$ cat src/sv/antialiased_line_generator_defines.svh
// Assertion macros for the antialiased line generator.
// Included by the modules that carry concurrent assertions; needs no package.
`ifndef ANTIALIASED_LINE_GENERATOR_DEFINES_SVH
`define ANTIALIASED_LINE_GENERATOR_DEFINES_SVH

// The consequent must hold in the same cycle as the antecedent.
`define ALG_ASSERT_IMPLY(lbl, clock, reset, ante, cons, msg) \
  lbl: assert property (@(posedge clock) disable iff (reset) (ante) |-> (cons)) \
    else $error(msg);

// The consequent must hold in the cycle after the antecedent.
`define ALG_ASSERT_NEXT(lbl, clock, reset, ante, cons, msg) \
  lbl: assert property (@(posedge clock) disable iff (reset) (ante) |=> (cons)) \
    else $error(msg);

`endif

$ cat src/sv/alg_pkg.sv
// Shared constants and types of the antialiased line generator.
// Used by the channel interfaces, the controller, the datapath and the divider.
package alg_pkg;

  localparam int COORD_BITS   = 12;
  localparam int FRAC_BITS    = 16;
  localparam int CHAN_BITS    = 8;
  localparam int Q_BITS       = 8;
  localparam int W_BITS       = Q_BITS + 1;
  localparam int PIX_BITS     = COORD_BITS + 1;
  localparam int STEP_BITS    = COORD_BITS + 1;
  localparam int ACC_BITS     = COORD_BITS + FRAC_BITS + 1;
  localparam int GRAD_BITS    = FRAC_BITS + 2;
  localparam int QUO_BITS     = FRAC_BITS + 1;
  localparam int DIV_BITS     = COORD_BITS + FRAC_BITS;
  localparam int DIV_CNT_BITS = $clog2(DIV_BITS);
  localparam logic [DIV_CNT_BITS-1:0] DIV_LAST = DIV_CNT_BITS'(DIV_BITS - 1);
  localparam logic [W_BITS-1:0] WEIGHT_FULL = W_BITS'(1 << Q_BITS);

  typedef enum logic {
    OP_LOAD = 1'b0,
    OP_STEP = 1'b1
  } opcode_t;

  typedef struct packed {
    logic in_ready;
    logic capture;
    logic orient;
    logic order;
    logic div_start;
    logic clear_grad;
    logic finish;
    logic emit_first;
    logic emit_second;
  } alg_cmd_t;

  typedef struct packed {
    logic    in_valid;
    opcode_t in_op;
    logic    line_active;
    logic    out_free;
    logic    div_done;
  } alg_status_t;

endpackage

$ cat src/sv/alg_if.sv
// Channel interfaces of the antialiased line generator: request items in, pixel items out.
// Depends on alg_pkg for the field widths.
interface alg_in_if;
  import alg_pkg::*;

  logic                  valid;
  logic                  ready;
  logic                  opcode;
  logic [COORD_BITS-1:0] start_x;
  logic [COORD_BITS-1:0] start_y;
  logic [COORD_BITS-1:0] end_x;
  logic [COORD_BITS-1:0] end_y;
  logic [CHAN_BITS-1:0]  line_red;
  logic [CHAN_BITS-1:0]  line_green;
  logic [CHAN_BITS-1:0]  line_blue;

  modport source (
    output valid, opcode, start_x, start_y, end_x, end_y, line_red, line_green, line_blue,
    input  ready
  );
  modport sink (
    input  valid, opcode, start_x, start_y, end_x, end_y, line_red, line_green, line_blue,
    output ready
  );
endinterface

interface alg_out_if;
  import alg_pkg::*;

  logic                 valid;
  logic                 ready;
  logic [PIX_BITS-1:0]  pixel_x;
  logic [PIX_BITS-1:0]  pixel_y;
  logic [CHAN_BITS-1:0] pixel_red;
  logic [CHAN_BITS-1:0] pixel_green;
  logic [CHAN_BITS-1:0] pixel_blue;
  logic                 last_of_pair;
  logic                 line_done;

  modport source (
    output valid, pixel_x, pixel_y, pixel_red, pixel_green, pixel_blue, last_of_pair,
           line_done,
    input  ready
  );
  modport sink (
    input  valid, pixel_x, pixel_y, pixel_red, pixel_green, pixel_blue, last_of_pair,
           line_done,
    output ready
  );
endinterface

$ cat src/sv/alg_div.sv
// Restoring divider for the line gradient: one quotient bit per cycle.
// Depends on alg_pkg for widths.
module alg_div (
  input  logic                             clk,
  input  logic                             rst,
  input  logic                             start,
  input  logic [alg_pkg::COORD_BITS-1:0]   numer,
  input  logic [alg_pkg::COORD_BITS-1:0]   denom,
  output logic                             done,
  output logic [alg_pkg::QUO_BITS-1:0]     quotient
);
  import alg_pkg::*;

  logic                    busy;
  logic [DIV_CNT_BITS-1:0] count;
  logic [COORD_BITS-1:0]   rem;
  logic [DIV_BITS-1:0]     quo;
  logic [COORD_BITS:0]     trial;
  logic [COORD_BITS:0]     diff;
  logic                    fits;

  assign trial    = {rem, quo[DIV_BITS-1]};
  assign fits     = trial >= {1'b0, denom};
  assign diff     = trial - {1'b0, denom};
  assign quotient = quo[QUO_BITS-1:0];

  always_ff @(posedge clk) begin
    if (rst) begin
      busy  <= 1'b0;
      done  <= 1'b0;
      count <= '0;
    end else begin
      done <= 1'b0;
      if (start) begin
        busy  <= 1'b1;
        count <= '0;
      end else if (busy) begin
        count <= count + 1'b1;
        if (count == DIV_LAST) begin
          busy <= 1'b0;
          done <= 1'b1;
        end
      end
    end
  end

  always_ff @(posedge clk) begin
    if (start) begin
      rem <= '0;
      quo <= {numer, {FRAC_BITS{1'b0}}};
    end else if (busy) begin
      rem <= fits ? diff[COORD_BITS-1:0] : trial[COORD_BITS-1:0];
      quo <= {quo[DIV_BITS-2:0], fits};
    end
  end

endmodule

$ cat src/sv/alg_datapath.sv
// Datapath of the antialiased line generator: line setup, stepping state and pixel register.
// Depends on alg_pkg, the channel interfaces and alg_div.
module alg_datapath (
  input  logic                 clk,
  input  logic                 rst,
  alg_in_if.sink               req,
  alg_out_if.source            pix,
  input  alg_pkg::alg_cmd_t    cmd,
  output alg_pkg::alg_status_t status
);
  import alg_pkg::*;

  logic [COORD_BITS-1:0]  sx, sy, ex, ey;
  logic [3*CHAN_BITS-1:0] colour_store;
  logic                   major_is_y;
  logic [COORD_BITS-1:0]  major_position;
  logic [ACC_BITS-1:0]    minor_acc;
  logic [GRAD_BITS-1:0]   gradient;
  logic [STEP_BITS-1:0]   steps_left;
  logic                   div_neg;
  logic [COORD_BITS-1:0]  div_num;
  logic [COORD_BITS-1:0]  div_den;

  logic                   out_valid;
  logic [PIX_BITS-1:0]    out_x, out_y;
  logic [CHAN_BITS-1:0]   out_red, out_green, out_blue;
  logic                   out_last, out_done;

  logic                   div_done;
  logic [QUO_BITS-1:0]    quotient;

  logic [COORD_BITS-1:0]  adx, ady;
  logic [COORD_BITS-1:0]  maj0_raw, maj1_raw, min0_raw, min1_raw;
  logic                   swap;
  logic [COORD_BITS-1:0]  maj0, maj1, min0, min1;
  logic [GRAD_BITS-1:0]   grad_mag;

  logic [COORD_BITS-1:0]  minor;
  logic [Q_BITS-1:0]      q8;
  logic [PIX_BITS-1:0]    minor_pix, major_pix;
  logic [W_BITS-1:0]      weight;
  logic                   emitting;

  function automatic logic [CHAN_BITS-1:0] scale_chan(logic [CHAN_BITS-1:0] c,
                                                      logic [W_BITS-1:0] w);
    logic [CHAN_BITS+W_BITS-1:0] p;
    p = (CHAN_BITS + W_BITS)'(c) * (CHAN_BITS + W_BITS)'(w);
    return p[CHAN_BITS+Q_BITS-1:Q_BITS];
  endfunction

  alg_div u_div (
    .clk      (clk),
    .rst      (rst),
    .start    (cmd.div_start),
    .numer    (div_num),
    .denom    (div_den),
    .done     (div_done),
    .quotient (quotient)
  );

  assign req.ready          = cmd.in_ready;
  assign status.in_valid    = req.valid;
  assign status.in_op       = opcode_t'(req.opcode);
  assign status.line_active = steps_left != '0;
  assign status.out_free    = !out_valid || pix.ready;
  assign status.div_done    = div_done;

  assign adx = (ex >= sx) ? ex - sx : sx - ex;
  assign ady = (ey >= sy) ? ey - sy : sy - ey;

  always_comb begin
    maj0_raw = major_is_y ? sy : sx;
    maj1_raw = major_is_y ? ey : ex;
    min0_raw = major_is_y ? sx : sy;
    min1_raw = major_is_y ? ex : ey;
    swap     = maj0_raw > maj1_raw;
    maj0     = swap ? maj1_raw : maj0_raw;
    maj1     = swap ? maj0_raw : maj1_raw;
    min0     = swap ? min1_raw : min0_raw;
    min1     = swap ? min0_raw : min1_raw;
  end

  assign grad_mag = {1'b0, quotient};

  always_ff @(posedge clk) begin
    if (cmd.capture) begin
      sx           <= req.start_x;
      sy           <= req.start_y;
      ex           <= req.end_x;
      ey           <= req.end_y;
      colour_store <= {req.line_red, req.line_green, req.line_blue};
    end
    if (cmd.orient) begin
      major_is_y <= adx < ady;
    end
    if (cmd.order) begin
      major_position <= maj0;
      minor_acc      <= {1'b0, min0, {FRAC_BITS{1'b0}}};
      div_neg        <= min1 < min0;
      div_num        <= (min1 < min0) ? min0 - min1 : min1 - min0;
      div_den        <= maj1 - maj0;
    end
    if (cmd.clear_grad) begin
      gradient <= '0;
    end
    if (cmd.finish) begin
      gradient <= div_neg ? -grad_mag : grad_mag;
    end
    if (cmd.emit_second) begin
      minor_acc      <= minor_acc + {{(ACC_BITS-GRAD_BITS){gradient[GRAD_BITS-1]}}, gradient};
      major_position <= major_position + 1'b1;
    end
  end

  always_ff @(posedge clk) begin
    if (rst) begin
      steps_left <= '0;
    end else if (cmd.order) begin
      steps_left <= {1'b0, maj1 - maj0};
    end else if (cmd.emit_second) begin
      steps_left <= steps_left - 1'b1;
    end
  end

  assign minor     = minor_acc[FRAC_BITS+COORD_BITS-1:FRAC_BITS];
  assign q8        = minor_acc[FRAC_BITS-1 -: Q_BITS];
  assign minor_pix = {1'b0, minor} + {{(PIX_BITS-1){1'b0}}, cmd.emit_second};
  assign major_pix = {1'b0, major_position};
  assign weight    = cmd.emit_second ? {1'b0, q8} : WEIGHT_FULL - {1'b0, q8};
  assign emitting  = cmd.emit_first || cmd.emit_second;

  always_ff @(posedge clk) begin
    if (rst) begin
      out_valid <= 1'b0;
    end else if (emitting) begin
      out_valid <= 1'b1;
    end else if (pix.ready) begin
      out_valid <= 1'b0;
    end
  end

  always_ff @(posedge clk) begin
    if (emitting) begin
      out_x     <= major_is_y ? minor_pix : major_pix;
      out_y     <= major_is_y ? major_pix : minor_pix;
      out_red   <= scale_chan(colour_store[3*CHAN_BITS-1:2*CHAN_BITS], weight);
      out_green <= scale_chan(colour_store[2*CHAN_BITS-1:CHAN_BITS], weight);
      out_blue  <= scale_chan(colour_store[CHAN_BITS-1:0], weight);
      out_last  <= cmd.emit_second;
      out_done  <= steps_left == STEP_BITS'(1);
    end
  end

  assign pix.valid        = out_valid;
  assign pix.pixel_x      = out_x;
  assign pix.pixel_y      = out_y;
  assign pix.pixel_red    = out_red;
  assign pix.pixel_green  = out_green;
  assign pix.pixel_blue   = out_blue;
  assign pix.last_of_pair = out_last;
  assign pix.line_done    = out_done;

endmodule

$ cat src/sv/alg_ctrl.sv
// Controller of the antialiased line generator: sequences line setup, division and pixel pairs.
// Depends on alg_pkg and the assertion macros header.
`include "antialiased_line_generator_defines.svh"

module alg_ctrl (
  input  logic                 clk,
  input  logic                 rst,
  input  alg_pkg::alg_status_t status,
  output alg_pkg::alg_cmd_t    cmd
);
  import alg_pkg::*;

  typedef enum logic [5:0] {
    ST_IDLE   = 6'b000001,
    ST_ORIENT = 6'b000010,
    ST_ORDER  = 6'b000100,
    ST_LAUNCH = 6'b001000,
    ST_DIVIDE = 6'b010000,
    ST_EMIT   = 6'b100000
  } state_t;

  state_t state, state_next;

  always_ff @(posedge clk) begin
    if (rst) begin
      state <= ST_IDLE;
    end else begin
      state <= state_next;
    end
  end

  always_comb begin
    cmd        = '0;
    state_next = state;
    case (state)
      ST_IDLE: begin
        cmd.in_ready = status.out_free;
        if (status.out_free && status.in_valid) begin
          if (status.in_op == OP_LOAD) begin
            cmd.capture = 1'b1;
            state_next  = ST_ORIENT;
          end else if (status.in_op == OP_STEP && status.line_active) begin
            cmd.emit_first = 1'b1;
            state_next     = ST_EMIT;
          end
        end
      end
      ST_ORIENT: begin
        cmd.orient = 1'b1;
        state_next = ST_ORDER;
      end
      ST_ORDER: begin
        cmd.order  = 1'b1;
        state_next = ST_LAUNCH;
      end
      ST_LAUNCH: begin
        if (status.line_active) begin
          cmd.div_start = 1'b1;
          state_next    = ST_DIVIDE;
        end else begin
          cmd.clear_grad = 1'b1;
          state_next     = ST_IDLE;
        end
      end
      ST_DIVIDE: begin
        if (status.div_done) begin
          cmd.finish = 1'b1;
          state_next = ST_IDLE;
        end
      end
      ST_EMIT: begin
        if (status.out_free) begin
          cmd.emit_second = 1'b1;
          state_next      = ST_IDLE;
        end
      end
      default: begin
        state_next = ST_IDLE;
      end
    endcase
  end

  `ALG_ASSERT_NEXT(a_first_then_pair, clk, rst, cmd.emit_first, state == ST_EMIT && status.line_active, "first pixel not followed by its pair")
  `ALG_ASSERT_IMPLY(a_emit_needs_line, clk, rst, state == ST_EMIT, status.line_active, "pair pending with no active line")
  `ALG_ASSERT_NEXT(a_divide_holds, clk, rst, state == ST_DIVIDE && !status.div_done, state == ST_DIVIDE, "left divide before quotient ready")
  `ALG_ASSERT_IMPLY(a_done_in_divide, clk, rst, status.div_done, state == ST_DIVIDE, "quotient ready outside divide")

endmodule

$ cat src/sv/antialiased_line_generator.sv
// Top level of the antialiased line generator: controller, datapath and gradient divider.
// Depends on alg_pkg, alg_if, alg_ctrl and alg_datapath.
//
//   channel  role  carries
//   req      sink  opcode, two endpoints and a colour (load) or a step request
//   pix      src   one pixel: coordinate, scaled colour, last_of_pair, line_done
//
// A step with an active line emits the first pixel in ST_IDLE, the second in ST_EMIT once output is free.
// A load steps through ST_ORIENT, ST_ORDER and ST_LAUNCH, then waits in ST_DIVIDE for the
// bit-serial gradient divider; a zero-length line skips the divider and returns to ST_IDLE.
// A step with no active line is accepted and gives no pixel.
// Reset is synchronous and leaves no line active and the pixel register empty.
// The pixel register holds its item while pix.ready is low; req.ready stays low until it drains.
module antialiased_line_generator (
  input  logic      clk,
  input  logic      rst,
  alg_in_if.sink    req,
  alg_out_if.source pix
);
  import alg_pkg::*;

  alg_cmd_t    cmd;
  alg_status_t status;

  alg_ctrl u_ctrl (
    .clk    (clk),
    .rst    (rst),
    .status (status),
    .cmd    (cmd)
  );

  alg_datapath u_datapath (
    .clk    (clk),
    .rst    (rst),
    .req    (req),
    .pix    (pix),
    .cmd    (cmd),
    .status (status)
  );

endmodule
$ cat src/flat_wrapper.sv
// flat-port wrapper written by rule: the top's interface ports become plain ports
module antialiased_line_generator_flat import alg_pkg::*;
  (clk, rst, req_valid, req_opcode, req_start_x, req_start_y, req_end_x, req_end_y, req_line_red, req_line_green, req_line_blue, req_ready, pix_valid, pix_pixel_x, pix_pixel_y, pix_pixel_red, pix_pixel_green, pix_pixel_blue, pix_last_of_pair, pix_line_done, pix_ready);
  alg_in_if req_i ();
  alg_out_if pix_i ();
  input  logic clk;
  input  logic rst;
  input wire logic [$bits(req_i.valid)-1:0] req_valid;
  input wire logic [$bits(req_i.opcode)-1:0] req_opcode;
  input wire logic [$bits(req_i.start_x)-1:0] req_start_x;
  input wire logic [$bits(req_i.start_y)-1:0] req_start_y;
  input wire logic [$bits(req_i.end_x)-1:0] req_end_x;
  input wire logic [$bits(req_i.end_y)-1:0] req_end_y;
  input wire logic [$bits(req_i.line_red)-1:0] req_line_red;
  input wire logic [$bits(req_i.line_green)-1:0] req_line_green;
  input wire logic [$bits(req_i.line_blue)-1:0] req_line_blue;
  output wire logic [$bits(req_i.ready)-1:0] req_ready;
  output wire logic [$bits(pix_i.valid)-1:0] pix_valid;
  output wire logic [$bits(pix_i.pixel_x)-1:0] pix_pixel_x;
  output wire logic [$bits(pix_i.pixel_y)-1:0] pix_pixel_y;
  output wire logic [$bits(pix_i.pixel_red)-1:0] pix_pixel_red;
  output wire logic [$bits(pix_i.pixel_green)-1:0] pix_pixel_green;
  output wire logic [$bits(pix_i.pixel_blue)-1:0] pix_pixel_blue;
  output wire logic [$bits(pix_i.last_of_pair)-1:0] pix_last_of_pair;
  output wire logic [$bits(pix_i.line_done)-1:0] pix_line_done;
  input wire logic [$bits(pix_i.ready)-1:0] pix_ready;
  assign req_i.valid = req_valid;
  assign req_i.opcode = req_opcode;
  assign req_i.start_x = req_start_x;
  assign req_i.start_y = req_start_y;
  assign req_i.end_x = req_end_x;
  assign req_i.end_y = req_end_y;
  assign req_i.line_red = req_line_red;
  assign req_i.line_green = req_line_green;
  assign req_i.line_blue = req_line_blue;
  assign req_ready = req_i.ready;
  assign pix_valid = pix_i.valid;
  assign pix_pixel_x = pix_i.pixel_x;
  assign pix_pixel_y = pix_i.pixel_y;
  assign pix_pixel_red = pix_i.pixel_red;
  assign pix_pixel_green = pix_i.pixel_green;
  assign pix_pixel_blue = pix_i.pixel_blue;
  assign pix_last_of_pair = pix_i.last_of_pair;
  assign pix_line_done = pix_i.line_done;
  assign pix_i.ready = pix_ready;
  antialiased_line_generator u_core (.clk(clk), .rst(rst), .req(req_i), .pix(pix_i));
endmodule
$ cat config.mk
export PLATFORM = sky130hd
export DESIGN_NAME = antialiased_line_generator_flat
export DESIGN_NICKNAME = d
export VERILOG_FILES = /design/src/sv/alg_pkg.sv /design/src/sv/alg_if.sv /design/src/sv/alg_div.sv /design/src/sv/alg_datapath.sv /design/src/sv/alg_ctrl.sv /design/src/sv/antialiased_line_generator.sv /design/src/flat_wrapper.sv
export VERILOG_INCLUDE_DIRS = /design/src /design/src/sv
export SDC_FILE = /design/constraint.sdc
export NUM_CORES = 1
export LEC_CHECK = 0
export ABC_CLOCK_PERIOD_IN_PS = 9400
export BUFFER_PORTS_ARGS = -buffer_cell sky130_fd_sc_hd__clkbuf_2
export CAP_MARGIN = 20
export CORE_MARGIN = 2
export CORE_UTILIZATION = 58
export CTS_BUF_LIST = sky130_fd_sc_hd__clkbuf_4
export DETAILED_ROUTE_END_ITERATION = 10
export GPL_TIMING_DRIVEN = 0
export PLACE_DENSITY_LB_ADDON = 0.08
export SLEW_MARGIN = 5
export SYNTH_ARGS = -nofsm -noshare
export SYNTH_HDL_FRONTEND = slang
export SYNTH_SLANG_ARGS = --single-unit
$ cat constraint.sdc
create_clock -name clk -period 9.4 [get_ports clk]
set_input_delay 0.94 -clock clk [delete_from_list [all_inputs] [get_ports clk]]
set_output_delay 0.94 -clock clk [all_outputs]
set_load 0.01 [all_outputs]
# [Word level (Yosys, flattened, before mapping)]
# Index checks and enable logic that the tools add are counted.
[totals] latchBits=0 output_inout_bits=54 mem_bits_rw=0 romBits=0 in_bits=77 elab_cells=137 memories=0 ff_bits=276
[classes] bitwise=1 n_shift=0 magnitude_cmp=6 n_reduce_logical=14 n_mul=3 div=0 n_mux=55 eq_ne=12 addsub=15
[op_table] cell="$mux W12" count=18
[op_table] cell="$sub A12 B12 Y12" count=8
[op_table] cell="$mux W29" count=2
[op_table] cell="$mux W28" count=2
[op_table] cell="$mux W18" count=3
[op_table] cell="$mul A8 B9 Y16" count=3
[op_table] cell="$pmux W6 S6" count=1
[op_table] cell="$mux W6" count=5
[op_table] cell="$add A29 B29 Y29" count=1
[op_table] cell="$ge A12 B12 Y1" count=2
[op_table] cell="$lt A12 B12 Y1" count=2
[op_table] cell="$mux W1" count=20
[op_table] cell="$neg A17 Y18" count=1
[op_table] cell="$add A12 B1 Y13" count=1
[op_table] cell="$eq A13 B1 Y1 const B" count=1
[op_table] cell="$ge A13 B12 Y1" count=1
[op_table] cell="$reduce_bool A13 Y1" count=1
[op_table] cell="$sub A13 B1 Y13 const B" count=1
[op_table] cell="$add A12 B1 Y12 const B" count=1
[op_table] cell="$gt A12 B12 Y1" count=1
[op_table] cell="$mux W9" count=1
[op_table] cell="$sub A9 B8 Y9 const A" count=1
[op_table] cell="$reduce_bool A2 Y1" count=4
[op_table] cell="$eq A6 B1 Y1 const B" count=1
[op_table] cell="other kinds (18)" count=24

# [Logic depth before layout (Yosys ltp)]
# Gate-level depths: netlist of run 1.
[depth] depth_word=8 ltp_mapped=29 ltp_nobuf=25

# [Modules after synthesis]
# A second synthesis of run 1 with hierarchy kept.
[unflattened] cells_unflattened=2498 area_unflattened_um2=24393.4
[by_module_without_submodules] mod="alg_datapath" cells_each=2160 n_inst=1 area_per_inst_um2=21348.0 seq_area_each_um2=6526.3
[by_module_without_submodules] mod="alg_div" cells_each=293 n_inst=1 area_per_inst_um2=2640.0 seq_area_each_um2=1061.0
[by_module_without_submodules] mod="alg_ctrl" cells_each=45 n_inst=1 area_per_inst_um2=405.4 seq_area_each_um2=120.1

# [Worst setup path before layout of run 1]
# OpenSTA, ideal clock, no wires.
[synth_path] kind="register -> register" startpoint="reg u_core.u_datapath.major_is_y" endpoint="reg u_core.u_datapath.div_num[10] (data pin)" period_less_slack_ps=7024 setup_time_ps=262 t_required_ps=9138 slack_ps=2376 path_buffers=8 stages_incl_launch_ff=29 arrival_ps=6763 cell_sequence="edfxtp_1 -> buf_2 -> buf_2 -> clkbuf_1 -> buf_2 -> clkbuf_1 -> mux2i_1 -> ha_1 -> and2_4 -> a221o_1 -> a311oi_2 -> a21oi_2 -> buf_2 -> clkbuf_1 -> mux4_2 -> ha_1 -> fa_1 -> nor2b_1 -> o21ai_0 -> a21boi_0 -> nor2b_1 -> o211ai_1 -> and2_1 -> clkbuf_1 -> inv_2 -> or3_1 -> a31oi_1 -> o21ai_1 -> xor2_1"
[synth_between] elab_chain_len=5 elab_cells_between_ends=11 classes_between="add/sub: 2; order compare: 2; mux: 7"
[synth_rtl] element="start: declaration" line_no="alg_datapath.sv:15" rtl="logic major_is_y;"
[synth_rtl] element="start signal: assignment" line_no="alg_datapath.sv:94" rtl="major_is_y <= adx < ady;"
[synth_rtl] element="$mux W12 (on tied branches)" line_no="alg_datapath.sv:72, alg_datapath.sv:73"
[synth_rtl] element="$gt A12 B12 Y1" line_no="alg_datapath.sv:76" rtl="swap = maj0_raw > maj1_raw;"
[synth_rtl] element="$mux W12 (on tied branches)" line_no="alg_datapath.sv:80, alg_datapath.sv:79"
[synth_rtl] element="$sub A12 B12 Y12 or $lt A12 B12 Y1 (tied branches)" line_no="alg_datapath.sv:100" rtl="div_num <= (min1 < min0) ? min0 - min1 : min1 - min0;"
[synth_rtl] element="$mux W12 *" line_no="alg_datapath.sv:100"
[synth_rtl] element="end signal: assignment" line_no="alg_datapath.sv:100"
[synth_rtl] element="end: declaration" line_no="alg_datapath.sv:21" rtl="logic [COORD_BITS-1:0] div_num;"
# Every way passes the cells marked *; elsewhere a longest branch is shown, timed or not.
# A chain may end at the register's enable or synchronous reset.

# [Worst setup path after layout of run 1]
# Ends and elaborated chain as after synthesis.

==> run summary, run 1 <==
Status = finished, final reports clean
Cell with the most instances after synthesis = inv_1
Vias in the first global route = 18.5k
PortBufs = 130
Largest area contributor in the netlist = edfxtp_1
Wire per inst = 18.2 µm
Filler instances = 3485
TritonCTS clock tree = done
Synth top area cells = edfxtp_1 (28%), ha_1 (12%), fa_1 (11%)
Buffer depth of the longest clock path = 3
Post-CTS Hold Fix Bufs = 0
Die X = 207 µm
Top post-synthesis cells by count = inv_1 (305), ha_1 (236), edfxtp_1 (220), nor2_1 (202), nand2_1 (167)
Drt first pass iters = 5
Yosys reg bits = 275
Post-synth cell types = 83
Largest net degree at the start of global routing = 35
Worst-Skew Late Latency = 0.80 ns
Synth Area in Simple Gates = 15.7%
Skew final = 0.0556 ns
Yosys warnings = 0
Crit-path max FO = 10
Multiplexer share of the synthesized area = 5.52%
Final period util = 90.3%
IO Count = 131
Critical path capture point type = flip-flop
XOR/XNOR Fraction of Synth Area = 5.44%
Measured slew at the worst slew-check pin = 1.06 ns
CORE AREA = 40700 µm²
Synth top area share = 27.7%
CP Launch Type = flip-flop
Post-Synth Adder-Cell Area = 23.1%
Iter 0 DRT Violations = 1256
Number of synthesized flops with an enable pin = 220
RSZ-0062 raised after global routing = false
Met3 wire len = 3.34 mm
Max VDD drop = 230 µV
Complex-gate fraction of the synthesized area = 11.8%
Post-cts gate resize count = 0
Met2 wire len = 29.0 mm
Cells after Synth = 2447
Final TNS setup = 0 ns
Max Cap Viol = 0
Initial Util = 58.5%
Max H-tree Level = 3
Die Y = 207 µm
Die area = 42700 µm²
Final Hold Fails = 0
WP data arrival = 9.02 ns
Pwr dens = 278 nW/µm²
Fin crit period = 8.49 ns
Main combinational cell family by area after synthesis = adder cells
Kind of critical path = reg2reg
Final setup viols = 0
Highest clock rate = 0.118 GHz
Max-slew headroom = 29.0%
Routability Congestion = 0.933
Highest Signal Layer = met4
Worst-path clk slew = 0.07 ns
Detailed-route via count = 18.5k
Tot GR Track Use = 28.5%
Slowest-stage cell, CP = ha_1
Register area share after synthesis = 32.3%
Critical Path RT = 9.92 ns
Synth Flop Type = edfxtp_1
First-pass GRT wire length = 94.6 mm
DR vias/cell = 5.69
Initial antenna violation count = 4
Worst hold path type = in2reg
Remaining Overflow, GRT = 0
Routed Antenna Nets = 0
Most frequent CP cell = buf_2
Footprint of the multi-input gates = 14700 µm²
Post-route DRC = 0
Syn avg cell area = 9.74 µm²
Dpl cell area = 25300 µm²
Layout area overhead = 10.4%
Syn nets = 2888
Leakage = 11.8 nW
Root Buffer = clkbuf_4
Layout cell share with drive strength beyond 1 = 12.7%
CTS sink cnt = 275
Row Count = 74
Post-CTS setup buffers = 0
Power, Total = 7.31 mW
Post-synthesis instance area = 23800 µm²
Met1 wire length = 24.7 mm
Seq. cell area = 7710 µm²
Clock buffer count from CTS = 77
Async set-reset flop share out of synthesis = 0%
Nets = 3107
Detailed placement HPWL = 46.8 mm
Max-slew violations = 0
Drt total wl = 59.3 mm
Design area = 26300 µm²
Critical path's largest stage delay = 0.49 ns
[metal layers]
layer | vias to the layer above | global-route usage (%)
met5 | - | 0
met1 | 8961 | 35.1
met2 | 559 | 49.5
met3 | 130 | 5.16
li1 | 8893 | -
met4 | 0 | 11.6
[final timing paths]
path	cells after the start	slack [ns]	end	startpoint
setup reg to reg	28	0.91	u_core.u_datapath.div_num[10]	u_core.u_datapath.major_is_y
hold / removal	1	0.30	u_core.u_datapath.sy[1]	req_start_y[1]
setup / recovery	28	0.91	u_core.u_datapath.div_num[10]	u_core.u_datapath.major_is_y
hold reg to reg	2	0.51	u_core.u_datapath.u_div.rem[5]	u_core.u_datapath.u_div.rem[5]
[metrics by stage]
step	worst slack, ns	cells	utilization (%)	hold slack (ns)
after floorplan	2.38	2447	-	0.475
after global placement	-0.0176	3109	61.7	0.492
after detailed placement	0.832	3118	62.0	0.499
after CTS	0.771	3254	64.5	0.211
after global routing	0.245	3256	64.6	0.234
final	0.908	3258	64.6	0.303
[kinds of logic (layout without fill, tap and decap cells)]
kind of cell,after synthesis,in the layout
simple gates,755,755
compound gates,423,423
buf+inv,383,659
fa+ha+maj,364,364
flops,275,275
xor+xnor,148,148
mux,99,99
other cells,0,3
[cell usage in the layout (no fill, tap or decap), drive strengths merged, types with 44 or more instances in the layout]
master,n
a21o,44
nor2,202
xnor2,86
o21ai,104
dfxtp,55
a21oi,99
xor2,62
nand2,167
nor3,48
mux2i,55
ha,236
fa,128
inv,308
clkbuf,304
and2,154
edfxtp,220
nor2b,45
[report_power, final]
part / internal [mW] / switching, mW
Combinational: 1.83 / 2.51
Sequential: 1.68 / 0.150
Clock: 0.607 / 0.543
[flip-flops by register name, summed over array words and instances, names as in the netlist, 13 cells and up]
signal,cells
u_core.u_datapath.pix.pixel_y,13
u_core.u_datapath.colour_store,24
u_core.u_datapath.minor_acc,28
u_core.u_datapath.steps_left,13
u_core.u_datapath.gradient,18
u_core.u_datapath.pix.pixel_x,13
u_core.u_datapath.u_div.quo,28
[area by class of cell]
class	count	area share, %
Clock buffer	112	3.19
Clock inverter	24	0.670
Tap cell	532	2.53
Multi-Input combinational cell	1789	55.9
Inverter	308	4.39
Sequential cell	275	29.3
Buffer	75	1.11
Antenna cell	3	0.0285
Timing Repair Buffer	140	2.91
[worst max-delay path: cells and delay by family, from the launching register on]
kind	cells	cell delay, ns
muxes	1	0.47
xor gates and xnor gates	1	0.16
adders and majority gates	3	1.15
and+or+nand+nor	6	1.22
buffers and inverters	9	2.99
AOI/OAI and AO/OA	8	1.90
DFF	1	0.32
Note: power is estimated with default switching activity, not from simulation.
==> run 2: changes to the inputs <==
--- a/config.mk
+++ b/config.mk
@@ -9,9 +9,13 @@
 export ABC_CLOCK_PERIOD_IN_PS = 9400
 export BUFFER_PORTS_ARGS = -buffer_cell sky130_fd_sc_hd__clkbuf_2
 export CAP_MARGIN = 20
+export CELL_PAD_IN_SITES_DETAIL_PLACEMENT = 1
+export CELL_PAD_IN_SITES_GLOBAL_PLACEMENT = 1
+export CORE_ASPECT_RATIO = 0.5
 export CORE_MARGIN = 2
-export CORE_UTILIZATION = 58
+export CORE_UTILIZATION = 51
 export CTS_BUF_LIST = sky130_fd_sc_hd__clkbuf_4
+export CTS_CLUSTER_DIAMETER = 40
 export DETAILED_ROUTE_END_ITERATION = 10
 export GPL_TIMING_DRIVEN = 0
 export PLACE_DENSITY_LB_ADDON = 0.08
==> run summary, run 2 (synthesis results as in run 1) <==
RSZ-0062 raised after global routing = false
Fin crit period = 8.87 ns
Combinational fraction of design power = 59.8%
CORE AREA = 45600 µm²
Worst hold path type = in2reg
Post-CTS setup buffers = 0
DR vias/cell = 5.57
Layout cell share with drive strength beyond 1 = 12.4%
Clock power frac = 15.5%
Initial Util = 52.2%
Pint = 4.10 mW
Post-CTS Hold Fix Bufs = 0
Critical Path RT = 9.92 ns
Die X = 310 µm
PortBufs = 130
Final Hold Fails = 0
IO Count = 131
Slowest-stage cell, CP = mux4_2
First-pass GRT wire length = 103 mm
Iter 0 DRT Violations = 880
Kind of critical path = reg2reg
Highest clock rate = 0.113 GHz
Drt first pass iters = 5
Max Cap Viol = 0
Hold_ws = 0.316 ns
Switching share of power = 44.2%
Root Buffer = clkbuf_4
Nets = 3103
Critical path's largest stage delay = 0.48 ns
Largest registers = u_core.u_datapath.minor_acc (28), u_core.u_datapath.u_div.quo (28), u_core.u_datapath.colour_store (24)
Post-cts gate resize count = 0
Power, Total = 7.34 mW
Final std cells w/o fill = 3341
TritonCTS clock tree = done
Die area = 48600 µm²
CTS sink cnt = 275
Seq pwr share = 24.8%
Post-route DRC = 0
Switch Pwr = 3.25 mW
Max-slew headroom = 32.5%
Routability Congestion = 0.886
Measured slew at the worst slew-check pin = 0.988 ns
Wire per inst = 19.2 µm
Filler instances = 5240
Pwr dens = 278 nW/µm²
Row Count = 55
Family with the most delay on the worst path = buffers and inverters
Final setup viols = 0
Detailed-route via count = 18.6k
Max-slew violations = 0
Skew final = 0.0430 ns
Worst Path Buf+Inv = 9
Routed Antenna Nets = 0
Most frequent cells in the layout = inv_1 (305), ha_1 (236), edfxtp_1 (220)
Critical path capture point type = flip-flop
Max H-tree Level = 3
Placed cell count = 3213
Layout area overhead = 10.7%
WP data arrival = 9.39 ns
Final period util = 94.3%
Vias in the first global route = 19.8k
Leakage = 11.8 nW
Crit-path max FO = 10
Max VDD drop = 152 µV
Drt total wl = 64.2 mm
CP Launch Type = flip-flop
Commonest non-fill, non-tap cell in the layout = inv_1
Initial antenna violation count = 5
Worst-path clk slew = 0.08 ns
Detailed placement HPWL = 50.6 mm
Tot GR Track Use = 27.1%
Clock buffer count from CTS = 72
Largest net degree at the start of global routing = 36
Status = finished, final reports clean
Most frequent CP cell = buf_2
Worst-Skew Late Latency = 0.81 ns
Buffer depth of the longest clock path = 3
Die Y = 157 µm
Remaining Overflow, GRT = 0
## run 2: worst paths after layout
check,end,cells past startpoint,slack (ns),from
max,u_core.u_datapath.div_num[10],28,0.53,u_core.u_datapath.major_is_y
min,u_core.u_datapath.colour_store[16],1,0.32,req_line_red[0]
max reg2reg,u_core.u_datapath.div_num[10],28,0.53,u_core.u_datapath.major_is_y
min reg2reg,u_core.u_datapath.u_div.rem[10],2,0.51,u_core.u_datapath.u_div.rem[10]
## run 2: layer usage
layer	global-route usage (%)	up-vias	share of wire, %
li1	-	8877	-
met1	33.6	9251	44
met2	47.8	345	49
met3	5.24	122	4.1
met4	8.81	4	2.8
met5	0	-	0.042
## run 2: final cells by class
type                            instances  area, µm²  share of cell area [%]
Clock buffer                          100        751                    2.85
Antenna cell                            2       5.00                  0.0190
Sequential cell                       275       7710                    29.2
Timing Repair Buffer                  141        791                    3.00
Clock inverter                         24        188                   0.711
Tap cell                              627        785                    2.97
Multi-Input combinational cell       1789      14700                    55.7
Buffer                                 75        292                    1.11
Inverter                              308       1160                    4.38
## run 2: metrics by stage
| stage | util (%) | area, µm² | setup TNS, ns | setup slack (ns) |
|---|---|---|---|---|
| 2_1_floorplan | - | 23800 | 0 | 2.38 |
| 5_1_grt | 57.8 | 26400 | 0 | 0.0426 |
| 3_5_place_dp | 55.7 | 25400 | 0 | 0.420 |
| 3_3_place_gp | 55.4 | 25300 | -45.48 | -0.650 |
| 4_1_cts | 57.7 | 26300 | 0 | 0.369 |
| 6_report | 57.8 | 26400 | 0 | 0.532 |
## run 2: power groups by stage
stage / Sequential (mW) / Clock (mW) / Combinational [mW]
3_5_place_dp: 1.84 / 0 / 4.41
4_1_cts: 1.82 / 1.17 / 4.44
3_3_place_gp: 1.87 / 0 / 4.15
5_1_grt: 1.84 / 1.23 / 5.04
6_report: 1.82 / 1.14 / 4.39
2_1_floorplan: 1.83 / 0 / 3.21
==> run 3: changes to the inputs <==
--- a/config.mk
+++ b/config.mk
@@ -18,7 +18,7 @@
 export CTS_CLUSTER_DIAMETER = 40
 export DETAILED_ROUTE_END_ITERATION = 10
 export GPL_TIMING_DRIVEN = 0
-export PLACE_DENSITY_LB_ADDON = 0.08
+export PLACE_DENSITY_LB_ADDON = 0.1
 export SLEW_MARGIN = 5
 export SYNTH_ARGS = -nofsm -noshare
 export SYNTH_HDL_FRONTEND = slang
==> run summary, run 3 (synthesis results as in run 1) <==
Max H-tree Level = 3
Highest clock rate = 0.115 GHz
Post-route DRC = 0
Clock buffer count from CTS = 72
Fin crit period = 8.73 ns
Hold Crit Endpoint = u_core.u_datapath.colour_store[10]
Worst Hold Depth = 1
Skew final = 0.0573 ns
PortBufs = 130
Worst-Skew Late Latency = 0.82 ns
Clock power frac = 16.0%
Vias in the first global route = 20.2k
Iter 0 DRT Violations = 906
Post-layout util = 57.9%
Worst hold path type = in2reg
Post-cts gate resize count = 0
Critical path's largest stage delay = 0.55 ns
Max-slew violations = 0
Flop-to-flop setup slack = 0.67 ns
Nets = 3102
Tot GR Track Use = 27.5%
Pint = 4.13 mW
Routability Congestion = 0.886
Design area = 26400 µm²
Die area = 48600 µm²
Switching share of power = 44.3%
Detailed-route via count = 18.7k
Post-CTS Hold Fix Bufs = 0
Buffer depth of the longest clock path = 3
Final setup viols = 0
Layout area overhead = 10.8%
Largest registers = u_core.u_datapath.minor_acc (28), u_core.u_datapath.u_div.quo (28), u_core.u_datapath.colour_store (24)
Critical path capture point type = flip-flop
R2R Path End = u_core.u_datapath.div_num[10]
Routed Antenna Nets = 0
Slowest-stage cell, CP = clkbuf_1
Row Count = 55
Worst reg2reg path depth = 28
Post-CTS setup buffers = 0
WP data arrival = 9.27 ns
Combinational fraction of design power = 59.5%
Initial Util = 52.2%
Max-slew headroom = 24.6%
Measured slew at the worst slew-check pin = 1.10 ns
First-pass GRT wire length = 105 mm
DR vias/cell = 5.59
Leakage = 11.8 nW
Max Cap Viol = 0
Status = finished, final reports clean
Die Y = 157 µm
Kind of critical path = reg2reg
Die X = 310 µm
Filler instances = 5259
Critical Path RT = 9.94 ns
Largest net degree at the start of global routing = 36
Root Buffer = clkbuf_4
CORE AREA = 45600 µm²
Commonest non-fill, non-tap cell in the layout = inv_1
Min-Delay Startpoint = req_line_green[2]
Final Hold Fails = 0
TritonCTS clock tree = done
Final TNS setup = 0 ns
Seq pwr share = 24.6%
Max VDD drop = 138 µV
Final period util = 92.9%
Crit-path max FO = 10
Hold_ws = 0.296 ns
Layout cell share with drive strength beyond 1 = 12.6%
Drt first pass iters = 7
IO Count = 131
Detailed placement HPWL = 51.0 mm
Pwr dens = 280 nW/µm²
R2R Path Start = u_core.u_datapath.major_is_y
Worst-path clk slew = 0.07 ns
Switch Pwr = 3.28 mW
Initial antenna violation count = 2
Wire per inst = 19.4 µm
Most frequent cells in the layout = inv_1 (305), ha_1 (236), edfxtp_1 (220)
CP Launch Type = flip-flop
CTS sink cnt = 275
RSZ-0062 raised after global routing = false
Power, Total = 7.40 mW
Remaining Overflow, GRT = 0
Drt total wl = 64.8 mm
Dpl cell area = 25400 µm²
[run 3: per-layer routing]
metal / global-route usage (%) / vias to the layer above / share of wire (%)
met1: 33.8 / 9317 / 43
met4: 9.06 / 0 / 2.9
met5: 0 / - / 0
li1: - / 8873 / -
met3: 4.71 / 148 / 4.0
met2: 49.1 / 357 / 50
[run 3: stage by stage]
step                worst slack, ns  cells
detailed placement            0.388   3214
CTS                           0.334   3342
global placement             -0.577   3204
finish                        0.670   3344
global route                  0.150   3344
floorplan                      2.38   2447
[run 3: cell type report]
cell class,instances,area (µm²),area share [%]
Antenna cell,2,5.00,0.0189
Buffer,74,288,1.09
Clock buffer,102,766,2.90
Clock inverter,26,224,0.848
Inverter,308,1160,4.38
Multi-Input combinational cell,1789,14700,55.7
Sequential cell,275,7710,29.2
Tap cell,627,785,2.97
Timing Repair Buffer,141,782,2.96
[run 3: worst max path at each step]
| stage | start | endpoint | slack [ns] |
|---|---|---|---|
| global route | u_core.u_datapath.major_is_y | u_core.u_datapath.div_num[10] | 0.15 |
| floorplan | u_core.u_datapath.major_is_y | u_core.u_datapath.div_num[10] | 2.38 |
| detailed placement | u_core.u_datapath.major_is_y | u_core.u_datapath.div_num[10] | 0.39 |
| finish | u_core.u_datapath.major_is_y | u_core.u_datapath.div_num[10] | 0.67 |
| CTS | u_core.u_datapath.major_is_y | u_core.u_datapath.div_num[10] | 0.33 |
| global placement | pix_ready | u_core.u_datapath.sy[0] | -0.58 |
[run 3: worst max-delay path: cells and delay by family, from the launching register on]
family	cells	cell delay [ns]
simple gates	5	0.94
flops	1	0.32
mux	2	0.74
buf+inv	9	2.91
xor+xnor	1	0.16
fa+ha+maj	3	1.01
compound gates	8	2.37
[run 3: power by group through the flow]
stage	Combinational (mW)	Sequential (mW)	Clock [mW]
floorplan	3.21	1.83	0
CTS	4.46	1.82	1.22
global placement	4.17	1.86	0
global route	5.05	1.84	1.27
finish	4.40	1.82	1.18
detailed placement	4.39	1.84	0
